### src/sv/bclru_pkg.sv
`timescale 1ns / 1ps
// ----------------------------------------------------------------------------
// Bitmap cache LRU lookup package
// Shared types, sizes and codes for the cache lookup unit.
// ----------------------------------------------------------------------------
package bclru_pkg;

	localparam int ENTRIES   = 1024;
	localparam int CLASSES   = 3;
	localparam int IDX_W     = $clog2(ENTRIES);
	localparam int LINK_W    = IDX_W + 1;
	localparam int CLS_W     = 2;
	localparam int ADDR_W    = CLS_W + IDX_W;
	localparam int MEM_DEPTH = CLASSES * ENTRIES;
	localparam int LIMIT_W   = 27;
	localparam int COUNT_W   = 11;
	localparam int SIZE_W    = 28;
	localparam int GEOM_W    = 30;
	localparam int HASH_W    = 48;
	localparam int KEY_W     = 1 + HASH_W + GEOM_W;

	// link with the top bit set points nowhere
	localparam logic [LINK_W-1:0] LINK_NONE = {1'b1, {IDX_W{1'b0}}};

	// configuration register indexes
	typedef enum logic [2:0] {
		REG_CLASS0_LIMIT = 3'd0,
		REG_CLASS1_LIMIT = 3'd1,
		REG_CLASS2_LIMIT = 3'd2,
		REG_CLASS0_COUNT = 3'd3,
		REG_CLASS1_COUNT = 3'd4,
		REG_CLASS2_COUNT = 3'd5,
		REG_COMPRESSION  = 3'd6,
		REG_ORDER_VER    = 3'd7
	} cfg_idx_t;

	// order kinds
	localparam logic [2:0] ORD_NONE   = 3'd0;
	localparam logic [2:0] ORD_V3     = 3'd1;
	localparam logic [2:0] ORD_CMP_V2 = 3'd2;
	localparam logic [2:0] ORD_CMP_V1 = 3'd3;
	localparam logic [2:0] ORD_RAW_V2 = 3'd4;
	localparam logic [2:0] ORD_RAW_V1 = 3'd5;

	typedef struct packed {
		logic [11:0] pixel_width;
		logic [11:0] pixel_height;
		logic [5:0]  bits_per_pixel;
		logic [15:0] short_hash;
		logic [31:0] long_hash;
	} in_t;

	typedef struct packed {
		logic       too_big;
		logic       hit;
		logic [1:0] size_class;
		logic [9:0] slot;
		logic       evicted_valid;
		logic [2:0] order_kind;
	} out_t;

	// size unit result
	typedef struct packed {
		logic             too_big;
		logic [CLS_W-1:0] cls;
	} szc_res_t;

	typedef logic [LIMIT_W-1:0] limit_arr_t [CLASSES];

endpackage

### src/sv/bclru_size_class.sv
`timescale 1ns / 1ps
// ----------------------------------------------------------------------------
// Bitmap size classifier
// Padded byte size over two multiply steps, then picks the first class fit.
// ----------------------------------------------------------------------------
module bclru_size_class
	import bclru_pkg::*;
(
	input  logic             clk,
	input  logic             arst_n,
	input  logic             start,
	input  logic [11:0]      pixel_width,
	input  logic [11:0]      pixel_height,
	input  logic [5:0]       bits_per_pixel,
	input  limit_arr_t       limits,
	output logic             done,
	output szc_res_t         res
);

	typedef enum logic [1:0] {ST_IDLE, ST_MUL1, ST_MUL2, ST_CMP} st_t;

	st_t               st_q;
	logic [12:0]       pad;
	logic [3:0]        bytes;
	logic [6:0]        bpp_sum;
	logic [24:0]       prod_q;
	logic [SIZE_W-1:0] size_q;
	logic [CLASSES-1:0] fits;
	logic              done_q;
	szc_res_t          res_q;

	// width rounded up to four, bytes per pixel rounded up
	assign pad     = ({1'b0, pixel_width} + 13'd3) & ~13'd3;
	assign bpp_sum = {1'b0, bits_per_pixel} + 7'd7;
	assign bytes   = bpp_sum[6:3];

	always_comb begin
		for (int c = 0; c < CLASSES; c++) begin
			fits[c] = size_q <= {{(SIZE_W-LIMIT_W){1'b0}}, limits[c]};
		end
	end

	always_ff @(posedge clk or negedge arst_n) begin
		if (!arst_n) begin
			st_q   <= ST_IDLE;
			done_q <= 1'b0;
		end else begin
			done_q <= 1'b0;
			case (st_q)
				ST_IDLE: begin
					if (start) st_q <= ST_MUL1;
				end
				ST_MUL1: begin
					prod_q <= 25'(pad * pixel_height);
					st_q   <= ST_MUL2;
				end
				ST_MUL2: begin
					size_q <= SIZE_W'(prod_q * bytes);
					st_q   <= ST_CMP;
				end
				ST_CMP: begin
					done_q        <= 1'b1;
					res_q.too_big <= 1'b0;
					if (fits[0])      res_q.cls <= 2'd0;
					else if (fits[1]) res_q.cls <= 2'd1;
					else if (fits[2]) res_q.cls <= 2'd2;
					else begin
						res_q.cls     <= 2'd0;
						res_q.too_big <= 1'b1;
					end
					st_q <= ST_IDLE;
				end
				default: st_q <= ST_IDLE;
			endcase
		end
	end

	assign done = done_q;
	assign res  = res_q;

endmodule

### config.mk
export PLATFORM = sky130hd
export DESIGN_NAME = bclru_size_class
export DESIGN_NICKNAME = d
export VERILOG_FILES = /design/src/sv/bclru_pkg.sv /design/src/sv/bclru_size_class.sv
export SDC_FILE = /design/constraint.sdc
export NUM_CORES = 1
export LEC_CHECK = 0
export BUFFER_PORTS_ARGS = -buffer_cell sky130_fd_sc_hd__buf_2
export CAP_MARGIN = 20
export CORE_MARGIN = 2
export CORE_UTILIZATION = 38
export CTS_CLUSTER_DIAMETER = 150
export DETAILED_ROUTE_END_ITERATION = 10
export PLACE_DENSITY = 0.63
export SETUP_SLACK_MARGIN = 0.05
export SLEW_MARGIN = 25
export SYNTH_ARGS = -nofsm -noshare
export SYNTH_HDL_FRONTEND = slang
export SYNTH_SLANG_ARGS = --single-unit
export TNS_END_PERCENT = 30
### constraint.sdc
create_clock -name clk -period 4.04 [get_ports clk]
set_clock_uncertainty 0.1 [all_clocks]
set_input_delay 0.808 -clock clk [delete_from_list [all_inputs] [get_ports clk]]
set_output_delay 0.808 -clock clk [all_outputs]
set_load 0.01 [all_outputs]
* Word-level counts from Yosys, hierarchy flattened
Cells that the tools add are included.
** Word-level totals
- Bits in registers :: 55
- Input port bits :: 114
- Output and inout port bits :: 4
- Logic and storage cells :: 29
** Operators by class
- Add/sub/neg operators :: 2
- Multipliers :: 2
- $lt $le $gt $ge :: 3
- Equality and inequality tests :: 4
- Multiplexer cells :: 6
- Reductions and logical operators :: 5
** Operators with widths (number)
- 28-bit by 27-bit <= comparator with 1-bit output :: 3
- 23-bit by 4-bit multiplier with 26-bit output :: 1
- 11-bit by 12-bit multiplier with 23-bit output :: 1
- 12-bit by 2-bit adder with 13-bit output (second input constant) :: 1
- 2-bit one-hot mux with 4 select lines :: 1
- 6-bit by 3-bit adder with 7-bit output (second input constant) :: 1
- 2-bit AND reduction :: 3
- 2-bit == test (second input constant) :: 2
- 2-bit 2-to-1 mux :: 2
- 1-bit 2-to-1 mux :: 3
- 2-bit by 1-bit == test with 1-bit output (second input constant) :: 1
- 2-bit logical NOT :: 1
- 2-bit != test (second input constant) :: 1
- 2-bit OR reduction :: 1

* Longest topological paths before layout
- Depth after elaboration :: 3
- Gate-level depth with buffers :: 27
- Depth with buffers taken out :: 26

* Worst setup path before layout
No wires, ideal clock.
- Path type :: input to register
- Start :: in pixel_width[0]
- End :: reg prod_q[24], data pin
- Setup time :: 0.135 ns
- Arrival time :: 6.693 ns
- Data required time :: 3.805 ns
- Setup slack :: -2.888 ns
- Cell stages on the path :: 24
- Buffers on the path :: 1
- Cells stage by stage :: o21a_1 > nand3_1 > nor2_1 > and3_1 > and3_1 > nand2_1 > xnor2_1 > clkbuf_1 > nand2_1 > fa_1 > fa_1 > fa_1 > fa_1 > fa_1 > inv_1 > ha_1 > a21o_1 > nor3_1 > nand3_1 > a31oi_1 > nor2_1 > o22a_1 > or4_1 > nand3_1
** Between the ends
- Cells in the longest elaborated chain, start to end :: 2
** RTL lines
- from (decl) :: RTL line bclru_size_class.sv:12 : input logic [11:0] pixel_width,
- 12-bit by 2-bit adder with 13-bit output :: RTL line bclru_size_class.sv:33 : assign pad = ({1'b0, pixel_width} + 13'd3) & ~13'd3;
- 11-bit by 12-bit multiplier with 23-bit output :: RTL line bclru_size_class.sv:54 : prod_q <= 25'(pad * pixel_height);
- to (signal assigned) :: RTL line bclru_size_class.sv:54
- to (decl) :: RTL line bclru_size_class.sv:26 : logic [24:0] prod_q;
No other way between the ends.
A chain may end at the register's enable or synchronous reset.

* Final worst setup path
Ends and elaborated chain as after synthesis.

==> metrics.md <==
| Metric | Value |
|---|---|
| Outcome | `finished, violations left` |
| Failing checks | `setup timing` |
| Layout cells sized above 1 | `0.289` |
| DR DRC count | `0` |
| Yosys top cell by area | `fa_1` |
| Syn_nets | `roughly 1600` |
| Slowest CP cell | `fa_1` |
| Fin crit period | `~6200 ps` |
| RSZ-0062 raised after global routing | `yes` |
| Fill count | `2558` |
| CP endpoint kind | `flop` |
| Hpwl dp | `around 21000 um` |
| Switching pwr | `4330 uW` |
| Root Driver | `clkbuf_16` |
| Final setup fails | `35` |
| Syn_area_per_cell | `about 9 um2` |
| Vias per cell | `around 4.7` |
| Worst r2r src | `prod_q[3]` |
| Critical-path cell list | `buf_6, o21a_4, nand3_4, nor2_4, and3_4, buf_4, xor2_1, buf_4, buf_4, and2_1, fa_1, fa_1, fa_1, fa_1, ha_1, ha_1, a21o_1, a21oi_2, nor2b_1, or4_1, o22a_1, or4_1, nand3_1` |
| Drt wl/cell | `around 13 um` |
| Clock Latency Late Sink | `slightly below 300 ps` |
| Vias in the first global route | `about 9000` |
| PD cells | `~720 nW/um2` |
| Combinational Power Share | `0.821` |
| Highest clock rate | `roughly 0.16 GHz` |
| I/O pins | `approximately 120` |
| Crit-path max FO | `8` |
| Mapped cell area | `approximately 11000 um2` |
| WP data arrival | `~6300 ps` |
| NumNets Final | `1899` |
| Peak supply drop | `roughly 0.5 mV` |
| Clk slew on worst S/H paths | `around 70 ps` |
| Ys async rst share | `0.0545` |
| Max Slew Vio Count | `0` |
| Final instance area | `14000 um2` |
| Synthesized flop and latch total | `55` |
| Max cap viols | `0` |
| Worst Tran Pin Value | `570 ps` |
| First drt pass iteration count | `4` |
| Syn Inst Count | `~1200` |
| CP required | `4100 ps` |
| Post-place instance area | `~13000 um2` |
| Critical path startpoint category | `primary input` |
| Overflow left after global routing | `0` |
| Register area share after synthesis | `0.152` |
| Synth top area share | `0.243` |
| Top cells by area, synth | `fa_1, ha_1, edfxtp_1, inv_1, and2_1` |
| Antenna-violating nets left | `0` |
| DR vias | `~8700` |
| Area of the multi-input gates | `8660 um2` |
| Die Width | `between 150 and 200 um` |
| Synth warn | `0` |
| Clk buf depth | `2` |
| CTS Sinks | `between 50 and 60` |
| Clk pwr share | `0.042` |
| First-pass GRT wire length | `~40000 um` |
| Ant. Diodes | `0` |
| Placer Congestion | `0.852` |
| CTS buffer count | `5` |
| Largest net degree at the start of global routing | `27` |
| Hold slack | `approximately 210 ps` |
| Main flop type after synthesis | `edfxtp_1` |
| Final worst-path cycle share | `1.53` |
| CTS tree | `done` |
| Initial antenna violation count | `0` |
| Cts hold-fix bufs | `0` |
| Fin. Hold Viols | `0` |
| R2R setup slack | `320 ps` |
| Die area | `just under 30000 um2` |
| Total track usage | `0.167` |
| H-Tree Depth | `2` |
| Synth cell types | `slightly above 50` |
| WS Path Type | `in -> reg` |
| Routed WL | `between 20000 and 25000 um` |
| Total area of sequential cells | `approximately 1600 um2` |
| Stages on the worst setup path | `23` |
| R2R cell count | `13` |
| Largest stage delay on the critical path | `560 ps` |
| Sequential group share of total power | `0.137` |
| Worst r2r dst | `size_q[26]` |
| Worst min-delay path category | `in -> async` |
| Die Y | `between 150 and 200 um` |
| Pint | `~5700 uW` |
| Pleak | `between 0.007 and 0.008 uW` |
| Row count | `roughly 60` |
| Post-route core utilization | `0.502` |
| Port Buffers | `117` |
| Initial Util | `0.387` |
| Core region area | `approximately 28000 um2` |
| Starting DRC count in detailed routing | `slightly below 300` |
| Layout area overhead | `29.8%` |
| Final worst slack | `-2150 ps` |
| Rel. slew slack | `0.620` |
| Switch share | `0.430` |
| WP buf/inv | `4` |
| Top cell by count, worst path | `fa_1` |
| EDFF count, synth | `52` |
| CP top delay family | `adder cells` |
## final cells by class
class	count	area share
Clock buffer	5	0.00894
Clock inverter	2	0.00116
Inverter	236	0.0633
Multi-Input combinational cell	870	0.619
Sequential cell	55	0.117
Tap cell	378	0.0338
Timing Repair Buffer	316	0.157
## metal layers
layer / vias up / track usage / part of all wire
met5: - / 0 / 0
met4: 0 / 0.0395 / 0.016
met3: 24 / 0.00824 / 0.031
met2: 156 / 0.321 / 0.51
met1: 4102 / 0.203 / 0.44
li1: 4441 / - / -
## worst register-to-register path, delay by kind of cell (launching register included)
family / cells / cell delay (ps)
flip-flops: 1 / 400
buffers and inverters: 1 / 50
adder cells (fa/ha/maj): 3 / 1370
XOR/XNOR: 1 / 130
AND/OR/NAND/NOR: 2 / 570
AO/OA/AOI/OAI: 6 / 870
## synthesized netlist by cell type, types with 2 or more instances
cell type	number
o21ai_0	15
xor2_1	14
nand3_1	6
o21a_1	14
dfrtp_1	3
and3_1	5
a31oi_1	6
a211oi_1	8
mux2_2	2
nor2b_1	7
nor4_1	2
and2_1	102
o21bai_1	5
inv_1	236
clkbuf_1	36
o31a_1	2
o22ai_1	3
nor3_1	10
a221o_1	2
nand4_1	19
xnor2_1	39
and4_1	5
or2b_1	2
nand2_1	147
nand2b_1	2
or4_1	3
nor2_1	24
o21ai_1	4
fa_1	131
nand4b_1	4
edfxtp_1	52
nor3b_1	3
o211ai_1	4
ha_1	170
a21o_1	47
a21oi_1	48
a22oi_1	2
## timing repair
| item | CTS | global route |
|---|---|---|
| setup buffers | 7 | 6 |
| pin swaps | 62 | 31 |
| gates resized for setup | 73 | 33 |
| setup endpoints to repair | 38 | 38 |
## power groups by stage
stage	logic (uW)	registers (uW)	clock network, uW
after detailed placement	7270	1390	0
after CTS	7960	1380	438
final	8270	1380	422
after floorplan	4760	1300	0
after global placement	7100	1390	0
after global routing	9310	1410	459
## cell families after synthesis
family,count (synthesis),share of synthesized area
compound gates,169,0.104
xor+xnor,53,0.0431
fa+ha+maj,301,0.441
buf+inv,273,0.0954
flops,55,0.152
mux,2,0.00209
simple gates,345,0.163
## cells in the final DEF (no fill, tap or decap), drive strengths merged, types with 5 or more instances in the layout
| cell type | count |
|---|---|
| a211oi | 8 |
| a21o | 47 |
| a21oi | 48 |
| a31oi | 6 |
| and2 | 103 |
| and3 | 5 |
| and4 | 5 |
| buf | 316 |
| clkbuf | 5 |
| edfxtp | 52 |
| fa | 131 |
| ha | 170 |
| inv | 237 |
| nand2 | 147 |
| nand3 | 7 |
| nand4 | 19 |
| nor2 | 24 |
| nor2b | 7 |
| nor3 | 10 |
| o211ai | 5 |
| o21a | 14 |
| o21ai | 19 |
| o21bai | 5 |
| xnor2 | 39 |
| xor2 | 14 |
## state kept, by name, summed over array words and instances, names as in the netlist
register  count
done          1
prod_q       23
res           3
size_q       26
st_q          2
## stage by stage
step	TNS, ps	setup slack [ps]	total power [uW]	instances
2_1_floorplan	-40510	-2340	6060	1198
3_3_place_gp	-52270	-2560	8500	1845
3_5_place_dp	-53980	-2620	8660	1845
4_1_cts	-34730	-2180	9780	1859
5_1_grt	-41110	-2360	11200	1862
6_report	-33750	-2150	10100	1862
## how the worst max path moves through the flow
stage,startpoint,end,slack (ps)
2_1_floorplan,pixel_width[1],prod_q[24],-2340
3_3_place_gp,pixel_width[1],prod_q[24],-2560
3_5_place_dp,pixel_width[1],prod_q[24],-2620
4_1_cts,pixel_width[0],prod_q[24],-2180
5_1_grt,pixel_width[0],prod_q[24],-2360
6_report,pixel_width[0],prod_q[24],-2150
No activity file was read; power rests on OpenSTA's default activity.
